`config.mk`:
```
export PLATFORM = sky130hd
export DESIGN_NAME = best_fit_block_allocator_flat
export DESIGN_NICKNAME = d
export VERILOG_FILES = /design/src/rtl/core/bfba_pkg.sv /design/src/rtl/core/bfba_if.sv /design/src/rtl/core/bfba_ram.sv /design/src/rtl/core/bfba_ctrl.sv /design/src/rtl/core/best_fit_block_allocator.sv /design/src/flat_wrapper.sv
export SDC_FILE = /design/constraint.sdc
export NUM_CORES = 1
export LEC_CHECK = 0
export BUFFER_PORTS_ARGS = -buffer_cell sky130_fd_sc_hd__buf_4
export CORE_AREA = 5 5 178 180
export DETAILED_ROUTE_END_ITERATION = 8
export DIE_AREA = 0 0 183 185
export PLACE_DENSITY_LB_ADDON = 0.08
export SLEW_MARGIN = 15
export SYNTH_ARGS = -nofsm -noshare
export SYNTH_HDL_FRONTEND = slang
export SYNTH_SLANG_ARGS = --single-unit
```
`constraint.sdc`:
```
create_clock -name clk -period 10.7 [get_ports clk]
set_clock_uncertainty 0.05 [all_clocks]
set_input_delay 1.605 -clock clk [delete_from_list [all_inputs] [get_ports clk]]
set_output_delay 1.605 -clock clk [all_outputs]
set_load 0.005 [all_outputs]
```
`src/rtl/core/bfba_pkg.sv`:
```
// ============================================================================
// Best-fit block allocator package
// Shared sizes, field types, item codes and controller types.
// ============================================================================
`timescale 1ns / 1ps

package bfba_pkg;

    localparam int MAX_BLOCKS        = 16;
    localparam int SIZE_BITS         = 16;
    localparam int BLOCK_INDEX_W     = 4;
    localparam int BLOCK_COUNT_W     = 5;
    localparam int BLOCK_COUNT_RESET = 16;

    localparam int IDX_W = $clog2(MAX_BLOCKS);
    localparam int LIM_W = $clog2(MAX_BLOCKS + 1);

    typedef logic [SIZE_BITS-1:0]     size_t;
    typedef logic [BLOCK_INDEX_W-1:0] block_index_t;
    typedef logic [BLOCK_COUNT_W-1:0] block_count_t;
    typedef logic [IDX_W-1:0]         idx_t;
    typedef logic [LIM_W-1:0]         lim_t;

    localparam logic KIND_LOAD  = 1'b0;
    localparam logic KIND_ALLOC = 1'b1;

    typedef enum logic [1:0] {
        ST_IDLE,
        ST_SCAN,
        ST_DRAIN,
        ST_DONE
    } ctrl_state_t;

    typedef struct packed {
        logic  rd_en;
        idx_t  rd_addr;
        logic  wr_en;
        idx_t  wr_addr;
        size_t wr_data;
    } ram_cmd_t;

    typedef struct packed {
        logic         allocated;
        block_index_t chosen_block;
        size_t        size_left;
    } result_t;

endpackage

```
`src/rtl/core/bfba_if.sv`:
```
// ============================================================================
// Best-fit block allocator channels
// Valid/ready channels for request items, result items and configuration.
// ============================================================================
`timescale 1ns / 1ps

interface bfba_req_if;
    import bfba_pkg::*;

    logic         valid;
    logic         ready;
    logic         kind;
    block_index_t block_index;
    size_t        amount;

    modport source (output valid, output kind, output block_index, output amount,
                    input ready);
    modport sink   (input valid, input kind, input block_index, input amount,
                    output ready);
endinterface

interface bfba_rsp_if;
    import bfba_pkg::*;

    logic         valid;
    logic         ready;
    logic         allocated;
    block_index_t chosen_block;
    size_t        size_left;

    modport source (output valid, output allocated, output chosen_block,
                    output size_left, input ready);
    modport sink   (input valid, input allocated, input chosen_block,
                    input size_left, output ready);
endinterface

interface bfba_cfg_if;
    import bfba_pkg::*;

    logic         valid;
    logic         ready;
    block_count_t block_count;

    modport source (output valid, output block_count, input ready);
    modport sink   (input valid, input block_count, output ready);
endinterface

```
`src/rtl/core/bfba_ram.sv`:
```
// ============================================================================
// Generic RAM
// One write port and one read port with a registered read.
// ============================================================================
`timescale 1ns / 1ps

module bfba_ram #(
    parameter int WIDTH = 16,
    parameter int DEPTH = 16
) (
    input  logic                     clk,
    input  logic                     wr_en,
    input  logic [$clog2(DEPTH)-1:0] wr_addr,
    input  logic [WIDTH-1:0]         wr_data,
    input  logic                     rd_en,
    input  logic [$clog2(DEPTH)-1:0] rd_addr,
    output logic [WIDTH-1:0]         rd_data
);

    logic [WIDTH-1:0] mem [DEPTH];
    logic [WIDTH-1:0] rd_data_reg;

    always_ff @(posedge clk)
    begin
        if (wr_en)
        begin
            mem[wr_addr] <= wr_data;
        end
        if (rd_en)
        begin
            rd_data_reg <= mem[rd_addr];
        end
    end

    assign rd_data = rd_data_reg;

endmodule

```
`src/rtl/core/bfba_ctrl.sv`:
```
// ============================================================================
// Best-fit allocator controller
// Takes load and request items, scans the size table one entry per cycle
// and writes back the reduced size of the chosen block.
// ============================================================================
`timescale 1ns / 1ps

module bfba_ctrl (
    input  logic                clk,
    input  logic                rst_n,
    bfba_req_if.sink            req,
    input  bfba_pkg::lim_t      limit,
    input  bfba_pkg::size_t     rd_data,
    input  logic                res_ready,
    output bfba_pkg::ram_cmd_t  ram_cmd,
    output logic                res_valid,
    output bfba_pkg::result_t   res
);
    import bfba_pkg::*;

    ctrl_state_t state_reg, state_next;
    lim_t        issue_cnt_reg, issue_cnt_next;
    logic        rd_valid_reg, rd_valid_next;
    idx_t        rd_idx_reg, rd_idx_next;
    size_t       amount_reg, amount_next;
    logic        found_reg, found_next;
    idx_t        best_idx_reg, best_idx_next;
    size_t       best_size_reg, best_size_next;

    logic accept_alloc;
    logic accept_load;
    logic load_in_range;
    logic better;

    assign accept_alloc  = req.valid && req.ready && (req.kind == KIND_ALLOC);
    assign accept_load   = req.valid && req.ready && (req.kind == KIND_LOAD);
    assign load_in_range = int'(req.block_index) < MAX_BLOCKS;
    assign better        = (rd_data >= amount_reg) &&
                           (!found_reg || (rd_data < best_size_reg));

    always_comb
    begin
        state_next = state_reg;
        unique case (state_reg)
            ST_IDLE:
            begin
                if (accept_alloc)
                begin
                    state_next = (limit == '0) ? ST_DONE : ST_SCAN;
                end
            end
            ST_SCAN:
            begin
                if ((issue_cnt_reg + LIM_W'(1)) == limit)
                begin
                    state_next = ST_DRAIN;
                end
            end
            ST_DRAIN:
            begin
                state_next = ST_DONE;
            end
            ST_DONE:
            begin
                if (res_ready)
                begin
                    state_next = ST_IDLE;
                end
            end
            default:
            begin
                state_next = ST_IDLE;
            end
        endcase
    end

    always_comb
    begin
        req.ready         = 1'b0;
        res_valid         = 1'b0;
        ram_cmd.rd_en     = 1'b0;
        ram_cmd.rd_addr   = issue_cnt_reg[IDX_W-1:0];
        ram_cmd.wr_en     = 1'b0;
        ram_cmd.wr_addr   = IDX_W'(req.block_index);
        ram_cmd.wr_data   = req.amount;
        unique case (state_reg)
            ST_IDLE:
            begin
                req.ready     = 1'b1;
                ram_cmd.wr_en = accept_load && load_in_range;
            end
            ST_SCAN:
            begin
                ram_cmd.rd_en = 1'b1;
            end
            ST_DRAIN:
            begin
                ram_cmd.rd_en = 1'b0;
            end
            ST_DONE:
            begin
                res_valid       = 1'b1;
                ram_cmd.wr_en   = res_ready && found_reg;
                ram_cmd.wr_addr = best_idx_reg;
                ram_cmd.wr_data = best_size_reg - amount_reg;
            end
            default:
            begin
                req.ready = 1'b0;
            end
        endcase
    end

    always_comb
    begin
        res.allocated    = found_reg;
        res.chosen_block = found_reg ? BLOCK_INDEX_W'(best_idx_reg) : '0;
        res.size_left    = found_reg ? (best_size_reg - amount_reg) : '0;
    end

    always_comb
    begin
        issue_cnt_next = issue_cnt_reg;
        rd_valid_next  = (state_reg == ST_SCAN);
        rd_idx_next    = issue_cnt_reg[IDX_W-1:0];
        amount_next    = amount_reg;
        found_next     = found_reg;
        best_idx_next  = best_idx_reg;
        best_size_next = best_size_reg;
        if (accept_alloc)
        begin
            issue_cnt_next = '0;
            amount_next    = req.amount;
            found_next     = 1'b0;
        end
        if (state_reg == ST_SCAN)
        begin
            issue_cnt_next = issue_cnt_reg + LIM_W'(1);
        end
        if (rd_valid_reg && better)
        begin
            found_next     = 1'b1;
            best_idx_next  = rd_idx_reg;
            best_size_next = rd_data;
        end
    end

    always_ff @(posedge clk or negedge rst_n)
    begin
        if (!rst_n)
        begin
            state_reg     <= ST_IDLE;
            issue_cnt_reg <= '0;
            rd_valid_reg  <= 1'b0;
            found_reg     <= 1'b0;
        end
        else
        begin
            state_reg     <= state_next;
            issue_cnt_reg <= issue_cnt_next;
            rd_valid_reg  <= rd_valid_next;
            found_reg     <= found_next;
        end
    end

    always_ff @(posedge clk)
    begin
        rd_idx_reg    <= rd_idx_next;
        amount_reg    <= amount_next;
        best_idx_reg  <= best_idx_next;
        best_size_reg <= best_size_next;
    end

endmodule

```
`src/rtl/core/best_fit_block_allocator.sv`:
```
// ============================================================================
// Best-fit block allocator
// Table of free block sizes with best-fit allocation requests.
// ============================================================================
// Usage:
// Items arrive on req. A load item (kind 0) writes amount into the table entry
// block_index in the cycle it is accepted and gives no result. A request item
// (kind 1) scans the first block_count entries for the smallest free size that
// holds amount, lowest index on a tie, subtracts amount from it and returns
// one item on rsp: allocated, chosen_block and size_left.
// The cfg channel writes block_count; it is always ready, and the user must
// write it only while no request is in flight; the block does not enforce this.
// A request reads one table entry per cycle from a single-port-read RAM, passing
// through the states SCAN, DRAIN and DONE before its result reaches rsp (block_count
// capped at 16; with block_count zero it goes straight to DONE); req is ready again
// in the cycle the result reaches rsp. The result sits in an output register;
// while rsp is stalled the block still accepts a new item, and a second request
// finishes its scan and waits until the register is taken.
// Reset clears the control state and sets block_count to 16; table entries
// are undefined until loaded.
// ============================================================================
`timescale 1ns / 1ps

module best_fit_block_allocator (
    input  logic       clk,
    input  logic       rst_n,
    bfba_req_if.sink   req,
    bfba_rsp_if.source rsp,
    bfba_cfg_if.sink   cfg
);
    import bfba_pkg::*;

    block_count_t block_count_reg, block_count_next;
    logic         out_valid_reg, out_valid_next;
    result_t      out_reg, out_next;

    lim_t     limit;
    size_t    rd_data;
    ram_cmd_t ram_cmd;
    logic     res_valid;
    logic     res_ready;
    result_t  res;

    assign limit = (int'(block_count_reg) > MAX_BLOCKS) ? LIM_W'(MAX_BLOCKS)
                                                        : LIM_W'(block_count_reg);

    assign cfg.ready = 1'b1;
    assign res_ready = !out_valid_reg || rsp.ready;

    bfba_ctrl u_ctrl (
        .clk       (clk),
        .rst_n     (rst_n),
        .req       (req),
        .limit     (limit),
        .rd_data   (rd_data),
        .res_ready (res_ready),
        .ram_cmd   (ram_cmd),
        .res_valid (res_valid),
        .res       (res)
    );

    bfba_ram #(
        .WIDTH (SIZE_BITS),
        .DEPTH (MAX_BLOCKS)
    ) u_ram (
        .clk     (clk),
        .wr_en   (ram_cmd.wr_en),
        .wr_addr (ram_cmd.wr_addr),
        .wr_data (ram_cmd.wr_data),
        .rd_en   (ram_cmd.rd_en),
        .rd_addr (ram_cmd.rd_addr),
        .rd_data (rd_data)
    );

    always_comb
    begin
        block_count_next = block_count_reg;
        out_valid_next   = out_valid_reg;
        out_next         = out_reg;
        if (cfg.valid && cfg.ready)
        begin
            block_count_next = cfg.block_count;
        end
        if (res_valid && res_ready)
        begin
            out_valid_next = 1'b1;
            out_next       = res;
        end
        else if (rsp.ready)
        begin
            out_valid_next = 1'b0;
        end
    end

    always_ff @(posedge clk or negedge rst_n)
    begin
        if (!rst_n)
        begin
            block_count_reg <= BLOCK_COUNT_W'(BLOCK_COUNT_RESET);
            out_valid_reg   <= 1'b0;
        end
        else
        begin
            block_count_reg <= block_count_next;
            out_valid_reg   <= out_valid_next;
        end
    end

    always_ff @(posedge clk)
    begin
        out_reg <= out_next;
    end

    assign rsp.valid        = out_valid_reg;
    assign rsp.allocated    = out_reg.allocated;
    assign rsp.chosen_block = out_reg.chosen_block;
    assign rsp.size_left    = out_reg.size_left;

`ifndef SYNTHESIS
    a_no_rd_wr_overlap: assert property (@(posedge clk) disable iff (!rst_n)
        !(ram_cmd.rd_en && ram_cmd.wr_en))
        else $error("Table read and write in the same cycle.");

    a_busy_after_request: assert property (@(posedge clk) disable iff (!rst_n)
        (req.valid && req.ready && (req.kind == KIND_ALLOC)) |=> !req.ready)
        else $error("Request accepted while a scan should be running.");

    a_miss_is_zero: assert property (@(posedge clk) disable iff (!rst_n)
        (rsp.valid && !rsp.allocated) |->
            ((rsp.chosen_block == '0) && (rsp.size_left == '0)))
        else $error("Unallocated result carries nonzero fields.");

    a_hit_in_range: assert property (@(posedge clk) disable iff (!rst_n)
        (rsp.valid && rsp.allocated) |->
            (int'(rsp.chosen_block) < int'(limit)))
        else $error("Chosen block lies beyond the searched range.");
`endif

endmodule

```
`src/flat_wrapper.sv`:
```
// flat-port wrapper written by rule: the top's interface ports become plain ports
module best_fit_block_allocator_flat import bfba_pkg::*;
  (clk, rst_n, req_valid, req_kind, req_block_index, req_amount, req_ready, rsp_valid, rsp_allocated, rsp_chosen_block, rsp_size_left, rsp_ready, cfg_valid, cfg_block_count, cfg_ready);
  bfba_req_if req_i ();
  bfba_rsp_if rsp_i ();
  bfba_cfg_if cfg_i ();
  input  logic clk;
  input  logic rst_n;
  input wire logic [$bits(req_i.valid)-1:0] req_valid;
  input wire logic [$bits(req_i.kind)-1:0] req_kind;
  input wire logic [$bits(req_i.block_index)-1:0] req_block_index;
  input wire logic [$bits(req_i.amount)-1:0] req_amount;
  output wire logic [$bits(req_i.ready)-1:0] req_ready;
  output wire logic [$bits(rsp_i.valid)-1:0] rsp_valid;
  output wire logic [$bits(rsp_i.allocated)-1:0] rsp_allocated;
  output wire logic [$bits(rsp_i.chosen_block)-1:0] rsp_chosen_block;
  output wire logic [$bits(rsp_i.size_left)-1:0] rsp_size_left;
  input wire logic [$bits(rsp_i.ready)-1:0] rsp_ready;
  input wire logic [$bits(cfg_i.valid)-1:0] cfg_valid;
  input wire logic [$bits(cfg_i.block_count)-1:0] cfg_block_count;
  output wire logic [$bits(cfg_i.ready)-1:0] cfg_ready;
  assign req_i.valid = req_valid;
  assign req_i.kind = req_kind;
  assign req_i.block_index = req_block_index;
  assign req_i.amount = req_amount;
  assign req_ready = req_i.ready;
  assign rsp_valid = rsp_i.valid;
  assign rsp_allocated = rsp_i.allocated;
  assign rsp_chosen_block = rsp_i.chosen_block;
  assign rsp_size_left = rsp_i.size_left;
  assign rsp_i.ready = rsp_ready;
  assign cfg_i.valid = cfg_valid;
  assign cfg_i.block_count = cfg_block_count;
  assign cfg_ready = cfg_i.ready;
  best_fit_block_allocator u_core (.clk(clk), .rst_n(rst_n), .req(req_i), .rsp(rsp_i), .cfg(cfg_i));
endmodule
```
======== Word level (Yosys, flattened, before mapping) ========
Memories as Yosys holds them, arrays and structs flattened. A register that Yosys moved wholly into a read port is not among the register bits.
Cells that the tools add are included.
storage, ports and cells
  output and inout bits ................... 24
  input bits .............................. 31
  ROM bits ................................ 0
  bits in writable memories ............... 256
  bits in registers ....................... 76
  memories kept ........................... 1
  word-level logic and storage cells ...... 63
  bits in latches ......................... 0
operators by class
  $lt $le $gt $ge ......................... 3
  shift operators ......................... 0
  add/subtract/negate cells ............... 2
  bitwise gates (word level) .............. 1
  divide/modulo/power cells ............... 0
  muxes and demuxes ....................... 19
  equality and inequality tests ........... 7
  reduce and logical (&&, ||, !) cells .... 17
  multipliers ............................. 0
memories
  memory            words  width  rd ports  clocked after memory_dff  wr ports  line            source
  u_core.u_ram.mem  16     16     1         1                         1         bfba_ram.sv:20  logic [WIDTH-1:0] mem [DEPTH];
operators by type and width
  cell                                           number
  2-to-1 mux 20 bit                              1
  greater-or-equal comparator 16 bit             1
  less-than comparator 16 bit                    1
  subtractor 16 bit                              1
  2-to-1 mux 5 bit                               3
  2-to-1 mux 1 bit                               9
  2-to-1 mux 2 bit                               4
  case mux 2 bit (4 select lines)                1
  logical AND 1 bit                              7
  nonzero test 2 bit                             3
  adder 5 x 1 -> 5 bit, second input constant    1
  == test 5 bit                                  1
  > comparator 5 bit, second input constant      1
  logical NOT 5 bit                              1
  == test 2 bit, second input constant           2
  != test 2 x 1 -> 1 bit, second input constant  2
  AND reduction 3 bit                            1
  == test 2 x 1 -> 1 bit, second input constant  1
  logical NOT 1 bit                              2
  logical NOT 2 bit                              1
  logical OR 1 bit                               2
  != test 2 bit, second input constant           1
  case mux 1 bit (2 select lines)                1
  inverter 1 bit                                 1

======== Logic depth before layout (Yosys ltp) ========
  depth in word-level cells ............... 7
  mapped depth ............................ 9
  mapped depth without buffers ............ 9

======== Cells and area by module ========
From an unflattened synthesis, not the netlist that was laid out.
second synthesis, totals
  cells, all modules ...................... 840
  area, all modules ....................... 14776.7 µm²
modules (own cells, without submodules)
  module                    seq. area each (µm²)  cells an instance  instances  area each (µm²)
  bfba_ram                  8167.8                432                1          10203.5
  bfba_ctrl                 1386.3                366                1          3676.0
  best_fit_block_allocator  782.0                 42                 1          897.1

======== Worst setup path after synthesis ========
OpenSTA, ideal clock, no wires.
  path kind ............................... input to register
  start point ............................. input rsp_ready
  end point ............................... memory u_core.u_ram.mem[0][0] (enable)
  buffers on the path ..................... 0
  stages on the path ...................... 4
  data required time ...................... 10220 ps
  setup time .............................. 430 ps
  arrival ................................. 4265 ps
  slack ................................... 5955 ps
  path through ............................ nand2b_1 and2_1 a21oi_1 nor4_1
between the ends
  word-level cells in the longest chain between the ends .. 5
ends and longest elaborated chain
  what                                    line                            source
  start: declaration                      flat_wrapper.sv:18              input wire logic [$bits(rsp_i.ready)-1:0] rsp_ready;
  logical OR 1 bit                        best_fit_block_allocator.sv:48  assign res_ready = !out_valid_reg || rsp.ready;
  logical AND 1 bit                       bfba_ctrl.sv:103                ram_cmd.wr_en = res_ready && found_reg;
  case mux 1 bit (2 select lines)         bfba_ctrl.sv:86                 unique case (state_reg)
  2-to-1 mux 1 bit                        bfba_ram.sv:25                  if (wr_en)
  2-to-1 mux 1 bit (implied by the code)  bfba_ram.sv:27                  mem[wr_addr] <= wr_data;
  end: declaration                        bfba_ram.sv:20
No other way between the ends.

======== Final worst setup path ========
  start point ............................. input rsp_ready
  end point ............................... memory u_core.u_ram.mem[12][9] (enable)
Same word-level chain as after synthesis.

==> metrics.yaml <==
relSlewSlack: 0.2567
cts_root_buf: "clkbuf_16"
hp-class: "register to register"
setup_total_negative_slack_ns: 0
clockBufferDepth: 3
dp_worst_setup_slack_ns: 6.404
tightest_slew_ns: 1.115
synth_area_leader_cell: "edfxtp_1"
critical_path_peak_fanout: 22
largest_net_degree_at_the_start_of_global_routing: 69
viasPerCell: 5.860
fmax_mhz: 264.3
num_vias: 7671
holdWs_ns: 0.3540
drtIter0Drc: 608
period_minus_slack_ns: 3.784
synth_ff_type: "edfxtp_1"
cellLeakagePower_nw: 5.888
worst_slack_ns: 6.916
clock_power_share: 0.285
switching_share: 0.3116
worstPathBufferInverterCount: 2
cap_violations: 0
critPathRequiredTime_ns: 10.77
seq_area_frac_synth: 0.7013
number_of_slew_limit_violations_in_the_final_report: 0
post-dp-hpwl_um: 23140
grt.total_usage: 0.2029
grt_antenna_before_repair: 0
post_cts_hold_buffer_count: 0
overflow: 0
fp.coreArea_um2: 30030
synth_xor_xnor_area_share: 0.01044
synth_area_um2: 14740
power_report.internal_total_mw: 3.117
antenna_cells_inserted: 0
cp-start-kind: "input pin"
syn_to_final_growth_pct: 14.24
cellPowerDensity_nw_per_um2: 269.0
top_register: "u_core.u_ram.mem"
ys_async_sr_fraction: 0.04310
yosys.cell_types.count: 56
timing.final.hold_violations: 0
design.final.nets: 970
synthAdderAreaFrac: 0.04466
ir_worst_vdd_v: 0.0001594
cp_top_family: "simple AND/OR/NAND/NOR gates"
numClockSinks: 348
critical_path_arrival_ns: 3.86
critPathMostFrequentCell: "buf_4"
num_io_pins: 55
outcome: "completed"
wl_um: 33980
floorplan.initialDensity: 0.4908
die_area_um2: 33860
post_cts_repair_setup_buffers: 0
routedWlPerCell_um: 25.96
numPortBuffers: 53
synth-edff-count: 329
yosys_warnings: 0
post-layout-total-power_mw: 4.529
synth_top_family_by_area: "multiplexers"
cts_tree: "yes"
critPathCaptureType: "register"
drc: 0
synth.area.mux_share: 0.1352
cp_cell_sequence: "buf_4 -> nand2b_1 -> and2_1 -> buf_4 -> a21oi_1 -> nor2_1 -> nand2_1 -> nor2_2"
finalWeightedCongestion: 0.8750
yosys.area_share.simple: 0.04338
post_synth.cell_area_avg_um2: 18.26
min_period_over_period: 0.3536
drive_above_1_share: 0.2519
ys_ff_latch: 348
crit_path_top_delay_cell: "nor2_2"
met3_wirelength_um: 2269
grt_first_pass_wirelength_um: 50140
setup-violations-final: 0
largest_register_ff_count: 256
finish.utilization: 0.5607
synth.top_cell.area_share: 0.6703
die-height_um: 185
pwr-share-comb: 0.294
drt-met1-wl_um: 14020
route.antenna.remaining_nets: 0
rows: 64
rsz0062_at_grt: "no"
setup.worst_path.class: "input pin to register"
worst_setup_hold_path_clk_slew_ns: 0.06
routed.top_layer: "met4"
synth_fp_nets: 890
detailroute.wirelength.met2_um: 16930
clock_tree.htree_level_count: 2
chipWidth_um: 183
numCtsBuffers: 38
post_cts_resize_count: 0
fraction_of_the_mapped_netlist_area_in_compound_gates: 0.04245
clock_insertion_delay_worst_skew_ns: 0.53
synthTopCellsByArea: "edfxtp_1 (67%), mux4_2 (12%), ha_1 (4.3%)"
netlist_instances: 807
flop_pwr_share: 0.421
detail_route.first_pass.iterations: 5
net-switching-power_mw: 1.411
first_global_vias: 7962
critPathMaxStageDelay_ns: 0.77
worst paths after layout:
check,slack (ns),from,endpoint,cells past startpoint
min reg2reg,0.35,u_core.u_ctrl.rd_idx_reg[3]$_DFF_P_,u_core.u_ctrl.best_idx_reg[3]$_DFFE_PP_,0
min in group asynchronous,0.89,rst_n,u_core.u_ctrl.issue_cnt_reg[4]$_DFFE_PN0P_,1
max reg2reg,7.20,u_core.u_ctrl.state_reg[0]$_DFFE_PN0P_,u_core.u_ram.mem[15][6]$_DFFE_PP_,6
max in group asynchronous,9.46,rst_n,u_core.block_count_reg[4]$_DFFE_PN1P_,1
min,0.35,u_core.u_ctrl.rd_idx_reg[3]$_DFF_P_,u_core.u_ctrl.best_idx_reg[3]$_DFFE_PP_,0
max,6.92,rsp_ready,u_core.u_ram.mem[12][9]$_DFFE_PP_,8
stage by stage:
| stage | cells | instance area, µm² |
|---|---|---|
| 4_1_cts | 1309 | 16830 |
| 6_report | 1309 | 16840 |
| 5_1_grt | 1309 | 16840 |
| 3_5_place_dp | 1243 | 15600 |
| 2_1_floorplan | 807 | 14740 |
| 3_3_place_gp | 1243 | 15600 |
Yosys cell counts, drive strengths merged (4+ instances only):
library cell / instances
edfxtp: 329
mux4: 80
ha: 51
inv: 47
nand2: 31
nor2: 24
o21ai: 23
a21oi: 21
and2: 21
mux2: 17
buf: 15
dfrtp: 14
a21o: 13
and3: 12
clkbuf: 11
nor3: 10
xnor2: 10
nand2b: 8
a31oi: 5
nand3: 5
xor2: 5
a211oi: 4
dfxtp: 4
nor2b: 4
power by group through the flow:
stage          logic, mW  registers [mW]  clock network [mW]
6_report            1.33            1.91                1.29
5_1_grt             1.44            1.93                1.37
4_1_cts             1.35            1.91                1.32
3_5_place_dp        1.35            1.94                   0
3_3_place_gp        1.32            1.93                   0
2_1_floorplan      0.902            1.87                   0
logic make-up after synthesis:
group                    after synthesis
XOR/XNOR                              16
other                                  1
AND/OR/NAND/NOR                      125
multiplexers                          97
AO/OA/AOI/OAI                         95
buffers and inverters                 73
adder cells (fa/ha/maj)               52
flip-flops                           348
layout by cell type, fill, tap and decap left out, types with 10 or more instances in the layout:
master	n
nand2_1	31
clkbuf_16	38
edfxtp_1	329
inv_1	47
mux2_2	17
and3_1	11
and2_1	21
ha_1	50
xnor2_1	10
nor2_1	23
buf_4	66
nor3_1	10
a21o_1	13
mux4_2	80
o21ai_0	23
a21oi_1	21
dfrtp_1	12
layout make-up:
| type | instances | area [µm²] |
|---|---|---|
| clock buffers | 41 | 962.2 |
| multi-input cells | 386 | 4096 |
| clock inverters | 25 | 269.0 |
| fillers | 2317 | 13190 |
| well taps | 396 | 495.5 |
| flip-flops and latches | 348 | 10340 |
| repair buffers | 66 | 495.5 |
| inverters | 47 | 176.4 |
routing by layer:
layer  track usage  vias up
li1              -     3382
met1        0.2737     3947
met2        0.3448      294
met3       0.03594       48
met4       0.05602        0
met5             0        -
Power figures use the tool's default switching activity.
